File: config.mk
export PLATFORM = sky130hd
export DESIGN_NAME = angle_sensor_frame_receiver_core
export DESIGN_NICKNAME = d
export VERILOG_FILES = /design/src/hdl/asfr_pkg.sv /design/src/hdl/asfr_frame_dec.sv /design/src/hdl/angle_sensor_frame_receiver_core.sv
export VERILOG_INCLUDE_DIRS = /design/src /design/src/hdl
export SDC_FILE = /design/constraint.sdc
export NUM_CORES = 1
export LEC_CHECK = 0
export BUFFER_PORTS_ARGS = -buffer_cell sky130_fd_sc_hd__buf_2
export CAP_MARGIN = 40
export CORE_MARGIN = 2
export CORE_UTILIZATION = 39
export CTS_BUF_LIST = sky130_fd_sc_hd__clkbuf_4 sky130_fd_sc_hd__clkbuf_8
export DETAILED_ROUTE_END_ITERATION = 10
export PLACE_DENSITY = 0.6
export SLEW_MARGIN = 20
export SYNTH_ARGS = -nofsm -noshare
export SYNTH_HDL_FRONTEND = slang
export SYNTH_HIERARCHICAL = 1
export SYNTH_SLANG_ARGS = --single-unit
File: constraint.sdc
create_clock -name clk -period 3.4 [get_ports clk]
set_input_delay 0.17 -clock clk [delete_from_list [all_inputs] [get_ports clk]]
set_output_delay 0.17 -clock clk [all_outputs]
set_load 0.1 [all_outputs]
File: src/hdl/angle_sensor_frame_receiver_core_defines.svh
// Assertion macros for the angle sensor frame receiver.
`ifndef ANGLE_SENSOR_FRAME_RECEIVER_CORE_DEFINES_SVH
`define ANGLE_SENSOR_FRAME_RECEIVER_CORE_DEFINES_SVH

// Checked only while out of reset.
`define ASFR_ASSERT(name, prop, msg) \
    name: assert property (@(posedge clk) disable iff (!rst_n) prop) else $error(msg);

// Checked at every edge, reset included.
`define ASFR_ASSERT_ALWAYS(name, prop, msg) \
    name: assert property (@(posedge clk) prop) else $error(msg);

`endif

File: src/hdl/asfr_pkg.sv
`default_nettype none

package asfr_pkg;

    // Frame byte positions
    localparam logic [2:0] POS_CMD  = 3'd0;
    localparam logic [2:0] POS_ADDR = 3'd1;
    localparam logic [2:0] POS_HI   = 3'd2;
    localparam logic [2:0] POS_MID  = 3'd3;
    localparam logic [2:0] POS_LO   = 3'd4;
    localparam logic [2:0] POS_CRC  = 3'd5;
    localparam logic [2:0] POS_IDLE = 3'd6;

    localparam logic [7:0] CRC_POLY = 8'h07;
    localparam logic [7:0] CRC_INIT = 8'h00;

    typedef struct packed {
        logic [7:0] rx_byte;
        logic       frame_start;
        logic       diag_low;
    } item_t;

    typedef struct packed {
        logic [20:0] angle_raw;
        logic [2:0]  magnet_status;
        logic        diag_flag;
        logic        crc_good;
    } result_t;

    // CRC-8, MSB first, one byte
    function automatic logic [7:0] crc8_byte(input logic [7:0] crc, input logic [7:0] data);
        logic [7:0] c;
        c = crc ^ data;
        for (int i = 0; i < 8; i++) begin
            c = c[7] ? ({c[6:0], 1'b0} ^ CRC_POLY) : {c[6:0], 1'b0};
        end
        return c;
    endfunction

endpackage

`default_nettype wire

File: src/hdl/asfr_frame_dec.sv
`default_nettype none

module asfr_frame_dec
    import asfr_pkg::*;
(
    input  wire logic    clk,
    input  wire logic    rst_n,
    input  wire logic    step,
    input  wire item_t   item,
    input  wire logic    diag_enable,
    output logic         emit,
    output result_t      result
);

    logic [2:0]  pos_reg,   pos_next;
    logic [7:0]  crc_reg,   crc_next;
    logic [15:0] upper_reg, upper_next;
    logic [7:0]  lower_reg, lower_next;
    logic [2:0]  pos;
    logic        good;

    assign pos  = item.frame_start ? POS_CMD : pos_reg;
    assign emit = (pos == POS_CRC);
    assign good = (crc_reg == item.rx_byte);

    always_comb
    begin
        pos_next   = pos_reg;
        crc_next   = crc_reg;
        upper_next = upper_reg;
        lower_next = lower_reg;
        if (step)
        begin
            unique case (pos)
                POS_CMD, POS_ADDR:
                begin
                    crc_next = CRC_INIT;
                    pos_next = pos + 3'd1;
                end
                POS_HI:
                begin
                    crc_next   = crc8_byte(crc_reg, item.rx_byte);
                    upper_next = {item.rx_byte, 8'h00};
                    pos_next   = POS_MID;
                end
                POS_MID:
                begin
                    crc_next   = crc8_byte(crc_reg, item.rx_byte);
                    upper_next = {upper_reg[15:8], item.rx_byte};
                    pos_next   = POS_LO;
                end
                POS_LO:
                begin
                    crc_next   = crc8_byte(crc_reg, item.rx_byte);
                    lower_next = item.rx_byte;
                    pos_next   = POS_CRC;
                end
                default:
                begin
                    pos_next = POS_IDLE;
                end
            endcase
        end
    end

    always_comb
    begin
        result.angle_raw     = good ? {upper_reg, lower_reg[7:3]} : 21'd0;
        result.magnet_status = good ? lower_reg[2:0] : 3'd0;
        result.diag_flag     = diag_enable & item.diag_low;
        result.crc_good      = good;
    end

    always_ff @(posedge clk or negedge rst_n)
    begin
        if (!rst_n)
        begin
            pos_reg   <= POS_CMD;
            crc_reg   <= CRC_INIT;
            upper_reg <= 16'd0;
            lower_reg <= 8'd0;
        end
        else
        begin
            pos_reg   <= pos_next;
            crc_reg   <= crc_next;
            upper_reg <= upper_next;
            lower_reg <= lower_next;
        end
    end

endmodule

`default_nettype wire

File: src/hdl/angle_sensor_frame_receiver_core.sv
// Angle sensor read-frame receiver. Takes the six bytes of a sensor read
// frame one transfer at a time; frame_start marks byte one and restarts the
// count at any point. Bytes one and two are dropped, bytes three to five are
// run through CRC-8 (poly 0x07, init 0) and packed, and byte six is checked
// against the CRC. The sixth byte yields one output transfer: 21-bit angle and
// 3-bit magnet status (both zero on a CRC mismatch), crc_good, and diag_flag
// (diag_enable AND diag_low of byte six). All other bytes give no output.
// Throughput is one byte per cycle. The byte lands in the input register at
// its input transfer; from there its result is written to the result
// register, which drives out_valid. The input only stalls when a
// result-producing byte meets a full, stalled output register.
// diag_enable is written through cfg_we/cfg_wdata and should change only
// while the block is idle.
`default_nettype none
`include "angle_sensor_frame_receiver_core_defines.svh"

module angle_sensor_frame_receiver_core
    import asfr_pkg::*;
(
    input  wire logic        clk,
    input  wire logic        rst_n,
    // configuration
    input  wire logic        cfg_we,
    input  wire logic        cfg_wdata,
    // byte input
    input  wire logic        in_valid,
    output logic             in_ready,
    input  wire logic [7:0]  rx_byte,
    input  wire logic        frame_start,
    input  wire logic        diag_low,
    // result output
    output logic             out_valid,
    input  wire logic        out_ready,
    output logic [20:0]      angle_raw,
    output logic [2:0]       magnet_status,
    output logic             diag_flag,
    output logic             crc_good
);

    logic    diag_enable_reg;

    // input register stage
    logic    s1_valid_reg, s1_valid_next;
    item_t   s1_item_reg;
    logic    s1_advance;
    logic    in_xfer;

    // result register stage
    logic    out_valid_reg, out_valid_next;
    result_t out_res_reg;

    logic    emit;
    result_t result;

    always_ff @(posedge clk or negedge rst_n)
    begin
        if (!rst_n)
        begin
            diag_enable_reg <= 1'b0;
        end
        else if (cfg_we)
        begin
            diag_enable_reg <= cfg_wdata;
        end
    end

    // Frame state only moves when the staged byte leaves stage one.
    asfr_frame_dec u_dec (
        .clk         (clk),
        .rst_n       (rst_n),
        .step        (s1_advance),
        .item        (s1_item_reg),
        .diag_enable (diag_enable_reg),
        .emit        (emit),
        .result      (result)
    );

    // A byte that produces nothing can always leave; the CRC byte needs the
    // result register free or draining this cycle.
    assign s1_advance = s1_valid_reg & (~emit | ~out_valid_reg | out_ready);
    assign in_ready   = ~s1_valid_reg | s1_advance;
    assign in_xfer    = in_valid & in_ready;

    always_comb
    begin
        s1_valid_next = s1_valid_reg;
        if (s1_advance)
        begin
            s1_valid_next = 1'b0;
        end
        if (in_xfer)
        begin
            s1_valid_next = 1'b1;
        end
    end

    always_comb
    begin
        out_valid_next = out_valid_reg;
        if (out_ready)
        begin
            out_valid_next = 1'b0;
        end
        if (s1_advance & emit)
        begin
            out_valid_next = 1'b1;
        end
    end

    always_ff @(posedge clk or negedge rst_n)
    begin
        if (!rst_n)
        begin
            s1_valid_reg  <= 1'b0;
            out_valid_reg <= 1'b0;
        end
        else
        begin
            s1_valid_reg  <= s1_valid_next;
            out_valid_reg <= out_valid_next;
        end
    end

    // payload registers, no reset
    always_ff @(posedge clk)
    begin
        if (in_xfer)
        begin
            s1_item_reg <= '{rx_byte: rx_byte, frame_start: frame_start,
                             diag_low: diag_low};
        end
        if (s1_advance & emit)
        begin
            out_res_reg <= result;
        end
    end

    assign out_valid     = out_valid_reg;
    assign angle_raw     = out_res_reg.angle_raw;
    assign magnet_status = out_res_reg.magnet_status;
    assign diag_flag     = out_res_reg.diag_flag;
    assign crc_good      = out_res_reg.crc_good;

    // Failed CRC must blank the angle and status.
    `ASFR_ASSERT(a_crc_fail_blanks, out_valid && !crc_good |-> angle_raw == 21'd0 && magnet_status == 3'd0, "angle/status not zero on CRC failure")
    // Input only backs up behind a held byte and a stalled result.
    `ASFR_ASSERT(a_stall_cause, !in_ready |-> s1_valid_reg && out_valid_reg && !out_ready, "input stalled without a blocked result")
    // Diagnostic flag needs the enable.
    `ASFR_ASSERT(a_diag_gated, out_valid |-> !diag_flag || diag_enable_reg, "diag_flag set while diagnostics disabled")
    // A reset edge leaves nothing presented.
    `ASFR_ASSERT_ALWAYS(a_reset_quiet, !rst_n |=> !out_valid && !s1_valid_reg, "valid set after a reset edge")

endmodule

`default_nettype wire

Yosys cells after proc, flatten, opt, wreduce, memory -nomap -nowiden
Index checks and enable logic that the tools add are counted.
- output and inout bits: 28
- logic and storage cells: 69
- latch bits: 0
- flip-flop bits (word level): 74
- memories: 0
- RAM bits: 0
- input bits: 16
- ROM bits: 0
- shift operators: 0
- equal/unequal tests: 6
- add/subtract/negate cells: 1
- bitwise operators: 20
- divide/modulo/power cells: 0
- reduce and logical (&&, ||, !) cells: 11
- $lt $le $gt $ge: 0
- muxes and demuxes: 16
- $mul: 0
- operators by type and width (cell ; count):
    case mux 16 bit (2 select lines) ; 1
    two-way mux 3 bit ; 9
    NOT 3 bit ; 8
    case mux 8 bit (2 select lines) ; 1
    case mux 3 bit (4 select lines) ; 1
    == test 8 bit ; 1
    nonzero test 2 bit ; 4
    XOR 8 bit ; 1
    == test 3 x 2 -> 1 bit, second input constant ; 2
    == test 3 bit, second input constant ; 2
    AND reduction 2 bit ; 3
    bitwise AND 1 bit ; 4
    two-way mux 1 bit ; 4
    NOT 1 bit ; 4
    adder 3 x 1 -> 3 bit, second input constant ; 1
    == test 3 x 1 -> 1 bit, second input constant ; 1
    zero test 3 bit ; 1
    bitwise OR 1 bit ; 3
    AND reduction 3 bit ; 1
    OR reduction 3 bit ; 1
    OR reduction 2 bit ; 1

Depth between registers and ports, before layout
Gate-level depths: netlist (run 1).
- depth after elaboration: 18
- gate-level depth with buffers: 10
- mapped depth without buffers: 9

By module
The synthesis (run 1) kept the hierarchy.
- modules (own cells, without submodules) (module ; instances ; sequential area each (um^2) ; cells an instance ; area an instance (um^2)):
    asfr_frame_dec ; 1 ; 875.8 ; 176 ; 1923.1
    angle_sensor_frame_receiver_core ; 1 ; 1156.1 ; 48 ; 1238.7

Worst setup path before layout (run 1)
Ideal clock, no wire load.
- kind: register to register
- start point: reg s1_item_reg[1] in the netlist's numbering
- end point: reg out_res_reg (netlist bit angle_raw[0]), enable pin
- required time: 2.991 ns
- path slack: 0.792 ns
- cell stages (with the launch flop): 6
- setup time: 0.409 ns
- period minus slack after synthesis: 2.608 ns
- arrival time: 2.199 ns
- buffers on the path: 0
- cell sequence: edfxtp_1 -> nor2_1 -> ha_1 -> and2_1 -> nand2_1 -> nor2_1
- word-level cells in the longest chain between the ends: 7
- RTL lines (item ; line ; source):
    from (decl) ; angle_sensor_frame_receiver_core.sv:44 ; item_t s1_item_reg;
    from (signal assigned) ; angle_sensor_frame_receiver_core.sv:129 ; s1_item_reg <= '{rx_byte: rx_byte, frame_start: frame_start,
    two-way mux 3 bit * ; asfr_frame_dec.sv:22 ; assign pos = item.frame_start ? POS_CMD : pos_reg;
    == test 3 bit * ; asfr_frame_dec.sv:23 ; assign emit = (pos == POS_CRC);
    named net emit ; angle_sensor_frame_receiver_core.sv:52 ; logic emit;
    NOT 1 bit ; angle_sensor_frame_receiver_core.sv:80 ; assign s1_advance = s1_valid_reg & (~emit | ~out_valid_reg | out_ready);
    bitwise OR 1 bit (2 in a row) ; angle_sensor_frame_receiver_core.sv:80 ;
    bitwise AND 1 bit ; angle_sensor_frame_receiver_core.sv:80 ;
    bitwise AND 1 bit * ; angle_sensor_frame_receiver_core.sv:132 ; if (s1_advance & emit)
    to (signal assigned) ; angle_sensor_frame_receiver_core.sv:134 ; out_res_reg <= result;
    to (decl) ; angle_sensor_frame_receiver_core.sv:50 ; result_t out_res_reg;
The timed path passes the listed nets; every way through them passes the cells marked *.
A chain may end at the register's enable or synchronous reset.

Final worst setup path (run 1)
- start point: reg s1_item_reg[1] in the netlist's numbering
- end point: reg u_dec.crc_reg[2]
- word-level cells in the longest chain between the ends: 7
- elaborated cells on any way between the ends: 16
- those cells by class: eq/ne: 5; mux: 2; bitwise: 4; reduce/logical: 5
- RTL lines (item ; line ; source):
    two-way mux 3 bit * ; asfr_frame_dec.sv:22 ;
    == test 3 bit ; asfr_frame_dec.sv:23 ;
    NOT 1 bit ; angle_sensor_frame_receiver_core.sv:80 ;
    bitwise OR 1 bit (2 in a row) ; angle_sensor_frame_receiver_core.sv:80 ;
    bitwise AND 1 bit ; angle_sensor_frame_receiver_core.sv:80 ;
    AND reduction 2 bit (no line) ; -- ;
    to (signal assigned) ; asfr_frame_dec.sv:86 ; crc_reg <= crc_next;
    to (decl) ; asfr_frame_dec.sv:16 ; logic [7:0] crc_reg, crc_next;
Every way passes the cells marked *; elsewhere a longest branch is shown, timed or not.

==> results.py, run 1 <==
metrics = {
    "outcome": {
        "run_status": "completed",
    },
    "placement": {
        "io_buffer_count": 43,
        "gp_congestion": 0.8406,
        "place_hpwl_um": 3936,
    },
    "die": {
        "die-height_um": 94.04,
        "core.rowCount": 32,
        "die_width_um": 94.04,
        "die_area_mm2": 0.008844,
        "ioPinCount": 44,
        "core_area_mm2": 0.007807,
        "start_util_pct": 40.50,
    },
    "route": {
        "final_antenna_net_count": 0,
        "post-route-drc-count": 0,
        "overall_via_count_from_detail_route": 1898,
        "detail_route.vias_per_cell": 4.805,
        "post_drt_wl_per_cell_um": 14.20,
        "first_pass_iters": 4,
        "drt_first_iter_violations": 36,
        "drt-total-wl_um": 5610,
    },
    "clocking": {
        "clock_sinks": 74,
        "clk_latency_ns": 0.35,
        "htree_num_levels": 3,
        "max-clock-path-buffers": 2,
        "cts-buffers-inserted": 9,
        "clock_tree_from_tritoncts": "done",
        "postCtsResizedCells": 0,
        "post_cts.repair.setup_buffers": 0,
        "ctsRootBufferMaster": "sky130_fd_sc_hd__clkbuf_8",
        "clk_pin_slew_worst_paths_ns": 0.08,
    },
    "synthesis": {
        "synth-simple-area-share_pct": 11.91,
        "synthFlopType": "sky130_fd_sc_hd__dfrtp_1",
        "yosysSeqAreaShare_pct": 64.27,
        "post-synth-top-area-fraction_pct": 34.19,
        "main_combinational_cell_family_by_area_after_synthesis": "simple AND/OR/NAND/NOR gates",
        "synth_edf_count": 36,
        "synth_area_in_adders_pct": 2.770,
        "avgSynthCellArea_um2": 14.12,
        "synth-compound-area-share_pct": 6.648,
        "synthesis.yosys.warnings": 6,
        "synth_cell_type_count": 37,
        "synth-seq-cells": 74,
        "synth_area_mm2": 0.003162,
        "post_synth_xor_area_fraction_pct": 6.213,
        "post_synth_inst_count": 224,
        "postSynth.asyncResetShare_pct": 51.35,
        "synth_top_cell_by_area": "sky130_fd_sc_hd__edfxtp_1",
        "post_synth_mux_area_share_pct": 6.411,
        "post_synth_main_area_contributors": "sky130_fd_sc_hd__edfxtp_1, sky130_fd_sc_hd__dfrtp_1, sky130_fd_sc_hd__mux2_1",
        "postSynthNetCount": 247,
    },
    "final_layout": {
        "syn2layout_area_growth_pct": 20.74,
        "fin_nets": 311,
        "largest_reg_flops": 21,
        "regArea_mm2": 0.002032,
        "multi_input_comb_area_mm2": 0.001076,
        "n_antenna_cell": 0,
        "post_route_cells_drive_above_1_share_pct": 24.23,
        "finalCoreUtilization_pct": 48.89,
        "fill_cells": 704,
    },
    "worst_setup_path": {
        "cp_data_arrival_time_ns": 2.70,
        "crit_path_start_kind": "flip-flop",
        "path_max_fanout": 18,
        "endpoint_kind": "flip-flop",
        "timing_worst_setup_path_type": "reg -> reg",
        "crit_required_ns": 3.64,
    },
    "flow_run": {
        "maximum_capacitance_violations": 0,
    },
    "timing": {
        "slew_violations": 0,
        "timing_hold_violations_final": 0,
        "fmax_mhz": 406.9,
        "relSlewSlack_pct": 55.04,
        "fin_worst_skew_ns": 0.008988,
        "unrepaired_setup_endpoints_after_global_routing": "false",
        "min_period_over_period_pct": 72.29,
        "worst-slew-pin-transition_ns": 0.6714,
        "setup_viol_count_final": 0,
        "min_period_ns": 2.458,
        "total_neg_setup_slack_ns": 0,
    },
    "pwr": {
        "sw_frac_of_total_pct": 32.06,
        "irDropWorstVdd_mv": 0.2711,
        "power_density_mw_per_mm2": 690.4,
        "total_switching_power_uw": 844.8,
        "power.combinational.fraction_pct": 28.7,
        "leakage_power_figure_uw": 0.001672,
        "power.clock.fraction_pct": 23.1,
        "power.share.sequential_pct": 48.2,
        "internal-power_uw": 1791,
    },
    "global_routing": {
        "grt.overflow.total": 0,
        "grt_pass1_vias": 1873,
        "grt_util_all_layers_pct": 14.60,
        "grt_start_max_net_pins": 27,
        "grt_antenna_before_repair": 0,
        "grt_first_pass_wirelength_um": 9418,
    },
    "worst_hold_path": {
        "hold_class": "in -> reg",
    },
}
layout by cell type, fill, tap and decap left out, types with 2 or more instances in the layout:
cell                            count
sky130_fd_sc_hd__nor2b_1            2
sky130_fd_sc_hd__a21oi_1            2
sky130_fd_sc_hd__and2_1            28
sky130_fd_sc_hd__nand2_1            4
sky130_fd_sc_hd__ha_1               7
sky130_fd_sc_hd__nand3_1            6
sky130_fd_sc_hd__clkinv_2           3
sky130_fd_sc_hd__nor2_1            10
sky130_fd_sc_hd__xnor2_1           12
sky130_fd_sc_hd__dlygate4sd3_1     11
sky130_fd_sc_hd__buf_4              4
sky130_fd_sc_hd__edfxtp_1          36
sky130_fd_sc_hd__o21ai_0            2
sky130_fd_sc_hd__o21ai_1            6
sky130_fd_sc_hd__buf_2             43
sky130_fd_sc_hd__xor2_1             6
sky130_fd_sc_hd__nand2b_1           3
sky130_fd_sc_hd__clkbuf_8          10
sky130_fd_sc_hd__mux2_1            16
sky130_fd_sc_hd__a221o_1            2
sky130_fd_sc_hd__a22o_1             9
sky130_fd_sc_hd__mux2_2             2
sky130_fd_sc_hd__nor3_1             3
sky130_fd_sc_hd__dfrtp_1           38
sky130_fd_sc_hd__inv_1              8
cells in the mapped netlist (2+ instances only):
| library cell | instances |
|---|---|
| sky130_fd_sc_hd__nor2_1 | 11 |
| sky130_fd_sc_hd__mux2_2 | 2 |
| sky130_fd_sc_hd__a22o_1 | 9 |
| sky130_fd_sc_hd__a221o_1 | 2 |
| sky130_fd_sc_hd__xnor2_1 | 12 |
| sky130_fd_sc_hd__ha_1 | 7 |
| sky130_fd_sc_hd__o21ai_0 | 2 |
| sky130_fd_sc_hd__dfrtp_1 | 38 |
| sky130_fd_sc_hd__xor2_1 | 6 |
| sky130_fd_sc_hd__inv_1 | 8 |
| sky130_fd_sc_hd__nor3_1 | 3 |
| sky130_fd_sc_hd__o21ai_1 | 6 |
| sky130_fd_sc_hd__mux2_1 | 16 |
| sky130_fd_sc_hd__nand2_1 | 4 |
| sky130_fd_sc_hd__a21oi_1 | 2 |
| sky130_fd_sc_hd__nand2b_1 | 3 |
| sky130_fd_sc_hd__nor2b_1 | 2 |
| sky130_fd_sc_hd__clkbuf_1 | 5 |
| sky130_fd_sc_hd__edfxtp_1 | 36 |
| sky130_fd_sc_hd__nand3_1 | 6 |
| sky130_fd_sc_hd__and2_1 | 28 |
stage by stage:
| stage | hold WS (ns) | power, µW | cells | worst slack (ns) | cell area [µm²] |
|---|---|---|---|---|---|
| 6_report | 0.01805 | 2635 | 395 | 0.9423 | 3817 |
| 5_1_grt | 0.02990 | 2828 | 395 | 0.8021 | 3817 |
| 4_1_cts | 0.003920 | 2672 | 395 | 0.9423 | 3817 |
| 3_5_place_dp | 0.09395 | 2038 | 368 | 0.9567 | 3531 |
| 3_3_place_gp | 0.3352 | 2017 | 367 | 0.9942 | 3511 |
| 2_1_floorplan | -0.1256 | 1863 | 224 | 0.7923 | 3162 |
cells by family (layout without fill, tap and decap cells):
logic type               Yosys count  after routing
multiplexers                      18             18
adder cells (fa/ha/maj)            7              7
flip-flops                        74             74
XOR/XNOR                          20             20
AO/OA/AOI/OAI                     28             28
buffers and inverters             14             83
AND/OR/NAND/NOR                   63             63
power by group through the flow:
stage / Combinational [µW] / Clock [µW] / Sequential (µW)
after floorplan: 553 / 0 / 1310
after global placement: 730 / 0 / 1290
after detailed placement: 748 / 0 / 1290
after CTS: 763 / 638 / 1270
after global routing: 848 / 680 / 1300
final: 756 / 609 / 1270
metal layers:
metal | vias to the layer above | track usage [%] | share of wire [%]
li1 | 919 | - | -
met1 | 916 | 19.79 | 47
met2 | 47 | 21.07 | 46
met3 | 16 | 3.852 | 4.0
met4 | 0 | 8.575 | 3.2
met5 | - | 0 | 0
cell type report:
| cell class | instances | area share (%) |
|---|---|---|
| flip-flops and latches | 74 | 53.23 |
| multi-input cells | 136 | 28.19 |
| repair buffers | 59 | 9.833 |
| clock buffers | 11 | 3.802 |
| well taps | 102 | 3.343 |
| clock inverters | 5 | 0.8194 |
| inverters | 8 | 0.7866 |
final timing paths:
check / startpoint / end / slack [ns] / depth (start not counted)
max in group asynchronous: rst_n / u_dec/lower_reg[5]$_DFFE_PN0P_ / 2.71 / 3
max: s1_item_reg[1]$_DFFE_PP_ / u_dec/crc_reg[2]$_DFFE_PN0P_ / 0.94 / 8
min reg2reg: u_dec/upper_reg[14]$_DFFE_PN0P_ / u_dec/upper_reg[14]$_DFFE_PN0P_ / 0.49 / 1
min in group asynchronous: rst_n / u_dec/pos_reg[1]$_DFFE_PN0P_ / 0.25 / 2
min: in_valid / s1_valid_reg$_DFFE_PN0P_ / 0.02 / 2
max reg2reg: s1_item_reg[1]$_DFFE_PP_ / u_dec/crc_reg[2]$_DFFE_PN0P_ / 0.94 / 8
worst max-delay path, stage by stage (launching register included):
cell and delay (ns):
sky130_fd_sc_hd__edfxtp_1 0.45, sky130_fd_sc_hd__nor2_1 0.23, sky130_fd_sc_hd__inv_1 0.09, sky130_fd_sc_hd__ha_1 0.27, sky130_fd_sc_hd__or3b_1 0.42, sky130_fd_sc_hd__o311ai_2 0.10
sky130_fd_sc_hd__buf_4 0.26, sky130_fd_sc_hd__mux2_2 0.35, sky130_fd_sc_hd__a21o_1 0.17
what timing repair did:
item | CTS | global route
setup endpoints to repair | 0 | 0
hold buffers | 11 | 0
hold endpoints to repair | 22 | 0
Note: power is estimated with default switching activity, not from simulation.
==> inputs of run 2 (changes only) <==
--- a/config.mk
+++ b/config.mk
@@ -6,13 +6,14 @@
 export SDC_FILE = /design/constraint.sdc
 export NUM_CORES = 1
 export LEC_CHECK = 0
+export ABC_AREA = 1
 export BUFFER_PORTS_ARGS = -buffer_cell sky130_fd_sc_hd__buf_2
 export CAP_MARGIN = 40
 export CORE_MARGIN = 2
 export CORE_UTILIZATION = 39
 export CTS_BUF_LIST = sky130_fd_sc_hd__clkbuf_4 sky130_fd_sc_hd__clkbuf_8
 export DETAILED_ROUTE_END_ITERATION = 10
-export PLACE_DENSITY = 0.6
+export PLACE_DENSITY = 0.62
 export SLEW_MARGIN = 20
 export SYNTH_ARGS = -nofsm -noshare
 export SYNTH_HDL_FRONTEND = slang
==> constraint.sdc (replaced) <==
create_clock -name clk -period 2 [get_ports clk]
set_input_delay 0.1 -clock clk [delete_from_list [all_inputs] [get_ports clk]]
set_output_delay 0.1 -clock clk [all_outputs]
set_load 0.1 [all_outputs]
==> run 2 against run 1 <==
Utilization rose by 2.5 points. Clock power rose by 110%. Sequential cell count did not move. Global-route usage rose by 0.58 points. Critical endpoint is now u_dec/crc_reg[3]$_DFFE_PN0P_. Highest routed layer unchanged.
==> results.py, run 2 <==
metrics = {
    "timing": {
        "total_neg_setup_slack_ns": 0,
        "slew_violations": 0,
        "setup_viol_count_final": 0,
        "min_period_ns": 1.942,
        "worst-slew-pin-transition_ns": 0.6078,
        "relSlewSlack_pct": 59.48,
        "timing_hold_violations_final": 0,
        "fin_worst_skew_ns": 0.01095,
        "min_period_over_period_pct": 97.11,
        "fmax_mhz": 514.9,
    },
    "clocking": {
        "ctsRootBufferMaster": "sky130_fd_sc_hd__clkbuf_8",
        "max-clock-path-buffers": 2,
        "clk_pin_slew_worst_paths_ns": 0.08,
        "clock_tree_from_tritoncts": "done",
        "clock_sinks": 74,
        "htree_num_levels": 3,
        "clk_latency_ns": 0.34,
        "cts-buffers-inserted": 9,
    },
    "die": {
        "core.rowCount": 33,
        "die-height_um": 95.10,
        "core_area_mm2": 0.008134,
        "die_area_mm2": 0.009044,
        "die_width_um": 95.10,
        "ioPinCount": 44,
        "start_util_pct": 39.79,
    },
    "route": {
        "post-route-drc-count": 0,
        "overall_via_count_from_detail_route": 2333,
        "detail_route.vias_per_cell": 4.530,
        "post_drt_wl_per_cell_um": 12.17,
        "drt_first_iter_violations": 136,
        "drt-total-wl_um": 6266,
        "first_pass_iters": 4,
        "final_antenna_net_count": 0,
    },
    "final_layout": {
        "fill_cells": 737,
        "mostFrequentLayoutCell": "sky130_fd_sc_hd__nand2_1",
        "post_route_cells_drive_above_1_share_pct": 25.37,
        "n_antenna_cell": 0,
        "fin_nets": 428,
        "largest_reg_flops": 21,
        "final_cell_mix": "sky130_fd_sc_hd__nand2_1, sky130_fd_sc_hd__inv_1, sky130_fd_sc_hd__buf_2",
        "syn2layout_area_growth_pct": 29.22,
    },
    "worst_setup_path": {
        "timing.reg2reg.setup_slack_ns": 0.06,
        "timing_worst_setup_path_type": "reg -> reg",
        "path_max_fanout": 8,
        "crit_required_ns": 2.26,
        "critPathSlowestCell": "sky130_fd_sc_hd__edfxtp_1",
        "path_cells": "nor2_2, ha_4, inv_2, nor2_4, a31oi_4, buf_4, nand2_2, nand2_4, nor2_8, nand2_4, inv_6, nand2_1, o21ai_0",
        "reg2reg_from": "s1_item_reg[1]$_DFFE_PP_",
        "cpMostUsedCell": "sky130_fd_sc_hd__nand2_4",
        "crit-reg2reg-capture": "u_dec/crc_reg[3]$_DFFE_PN0P_",
        "worst_path_largest_cell_delay_ns": 0.43,
        "crit_path_start_kind": "flip-flop",
        "endpoint_kind": "flip-flop",
        "cp_data_arrival_time_ns": 2.20,
        "r2r.worst_path.cells": 13,
    },
    "pwr": {
        "irDropWorstVdd_mv": 0.4724,
        "leakage_power_figure_uw": 0.001934,
        "power_density_mw_per_mm2": 1187,
        "report.power.total_uw": 4964,
    },
    "synthesis": {
        "post_synth_main_area_contributors": "sky130_fd_sc_hd__edfxtp_1, sky130_fd_sc_hd__dfrtp_1, sky130_fd_sc_hd__nand2_1",
        "synth_top_cell_by_area": "sky130_fd_sc_hd__edfxtp_1",
        "synth_area_mm2": 0.003237,
        "synth_edf_count": 36,
        "post-synth-top-area-fraction_pct": 33.40,
        "avgSynthCellArea_um2": 10.02,
        "postSynth.asyncResetShare_pct": 51.35,
        "synth_cell_type_count": 25,
        "yosysMostFrequentCell": "sky130_fd_sc_hd__nand2_1",
        "synth-seq-cells": 74,
        "yosysSeqAreaShare_pct": 62.78,
        "post_synth_inst_count": 323,
        "postSynthNetCount": 346,
        "yosys-top-cells-count": "sky130_fd_sc_hd__nand2_1, sky130_fd_sc_hd__inv_1, sky130_fd_sc_hd__dfrtp_1",
        "synthesis.yosys.warnings": 6,
        "synthFlopType": "sky130_fd_sc_hd__dfrtp_1",
    },
    "global_routing": {
        "grt_start_max_net_pins": 27,
        "grt_first_pass_wirelength_um": 10360,
        "grt_antenna_before_repair": 0,
        "grt_pass1_vias": 2263,
        "grt.overflow.total": 0,
        "grt_util_all_layers_pct": 15.19,
    },
    "worst_hold_path": {
        "holdPathStages": 4,
        "timing.hold.worst.start": "out_ready",
        "holdPathEnd": "out_valid$_DFFE_PN0P_",
        "hold_class": "in -> reg",
    },
    "placement": {
        "io_buffer_count": 43,
        "gp_congestion": 0.8774,
        "place_hpwl_um": 4384,
    },
    "flow_run": {
        "maximum_capacitance_violations": 0,
    },
    "outcome": {
        "run_status": "completed",
    },
}
-- run 2: cell count changes after synthesis, sizes merged, moves of 4 or more --
cell	delta
a22o	-9
o21ai	+16
o22ai	+8
buf	+4
nor2	+27
clkbuf	-5
nand2	+75
mux2	-18
xnor2	-7
nand3	+4
inv	+52
and2	-28
-- run 2: repair_timing --
item                                    in CTS  in global routing
hold endpoints to repair                    36                  0
cloned                                       0                  0
buffers inserted                             0                  3
resized for setup                            1                 13
pin swaps                                    0                  5
endpoints found under the setup margin       1                 35
hold buffers                                14                  0
-- run 2: through the flow --
step | util [%] | instance area [µm²] | instances | setup WS, ns | hold slack (ns)
after detailed placement | 46.09 | 3749 | 482 | 0.05525 | 0.1380
final | 51.42 | 4183 | 515 | 0.05776 | 0.1152
after global routing | 51.42 | 4183 | 515 | -0.05501 | 0.1305
after global placement | 46.09 | 3749 | 482 | 0.1200 | 0.1378
after floorplan | - | 3259 | 323 | -0.001400 | -0.1956
after CTS | 50.62 | 4118 | 512 | 0.05598 | 0.08660
-- run 2: per-layer routing --
layer,track usage (%),up-vias,wire length [µm]
li1,-,1179,-
met1,19.64,1099,2848
met2,25.18,49,3119
met3,4.032,6,237
met4,4.348,0,59
met5,0,-,0
-- run 2: power by group --
part | internal, µW | switching, µW
Sequential | 1950 | 150
Clock | 713 | 573
Combinational | 578 | 996
-- run 2: worst max path at each step --
stage | from | endpoint
after floorplan | s1_item_reg[1]$_DFFE_PP_ | u_dec/pos_reg[1]$_DFFE_PN0P_
after global placement | s1_item_reg[1]$_DFFE_PP_ | u_dec/pos_reg[1]$_DFFE_PN0P_
after detailed placement | s1_item_reg[1]$_DFFE_PP_ | u_dec/crc_reg[3]$_DFFE_PN0P_
after CTS | s1_item_reg[1]$_DFFE_PP_ | u_dec/pos_reg[1]$_DFFE_PN0P_
after global routing | s1_item_reg[1]$_DFFE_PP_ | u_dec/crc_reg[5]$_DFFE_PN0P_
final | s1_item_reg[1]$_DFFE_PP_ | u_dec/crc_reg[3]$_DFFE_PN0P_
-- run 2: kinds of logic (layout without fill, tap and decap cells) --
family / Yosys count / in the layout / synth area share [%]
compound gates: 37 / 37 / 6.262
xor+xnor: 10 / 10 / 2.706
fa+ha+maj: 7 / 7 / 2.706
buf+inv: 65 / 152 / 7.886
flops: 74 / 74 / 62.78
simple gates: 130 / 130 / 17.67
-- run 2: layout make-up --
| type | count | area, µm² | area share, % |
|---|---|---|---|
| clock inverters | 7 | 102.6 | 2.453 |
| well taps | 105 | 131.4 | 3.141 |
| multi-input cells | 184 | 1003 | 23.99 |
| inverters | 60 | 234.0 | 5.594 |
| flip-flops and latches | 74 | 2033 | 48.61 |
| clock buffers | 9 | 123.9 | 2.961 |
| repair buffers | 76 | 554.3 | 13.25 |
-- run 2: critical path: cells and delay by family (launching register included) --
kind	cells	cell delay [ns]
AOI/OAI and AO/OA	2	0.17
buffers and inverters	3	0.29
and+or+nand+nor	7	0.79
adders and majority gates	1	0.17
DFF	1	0.43
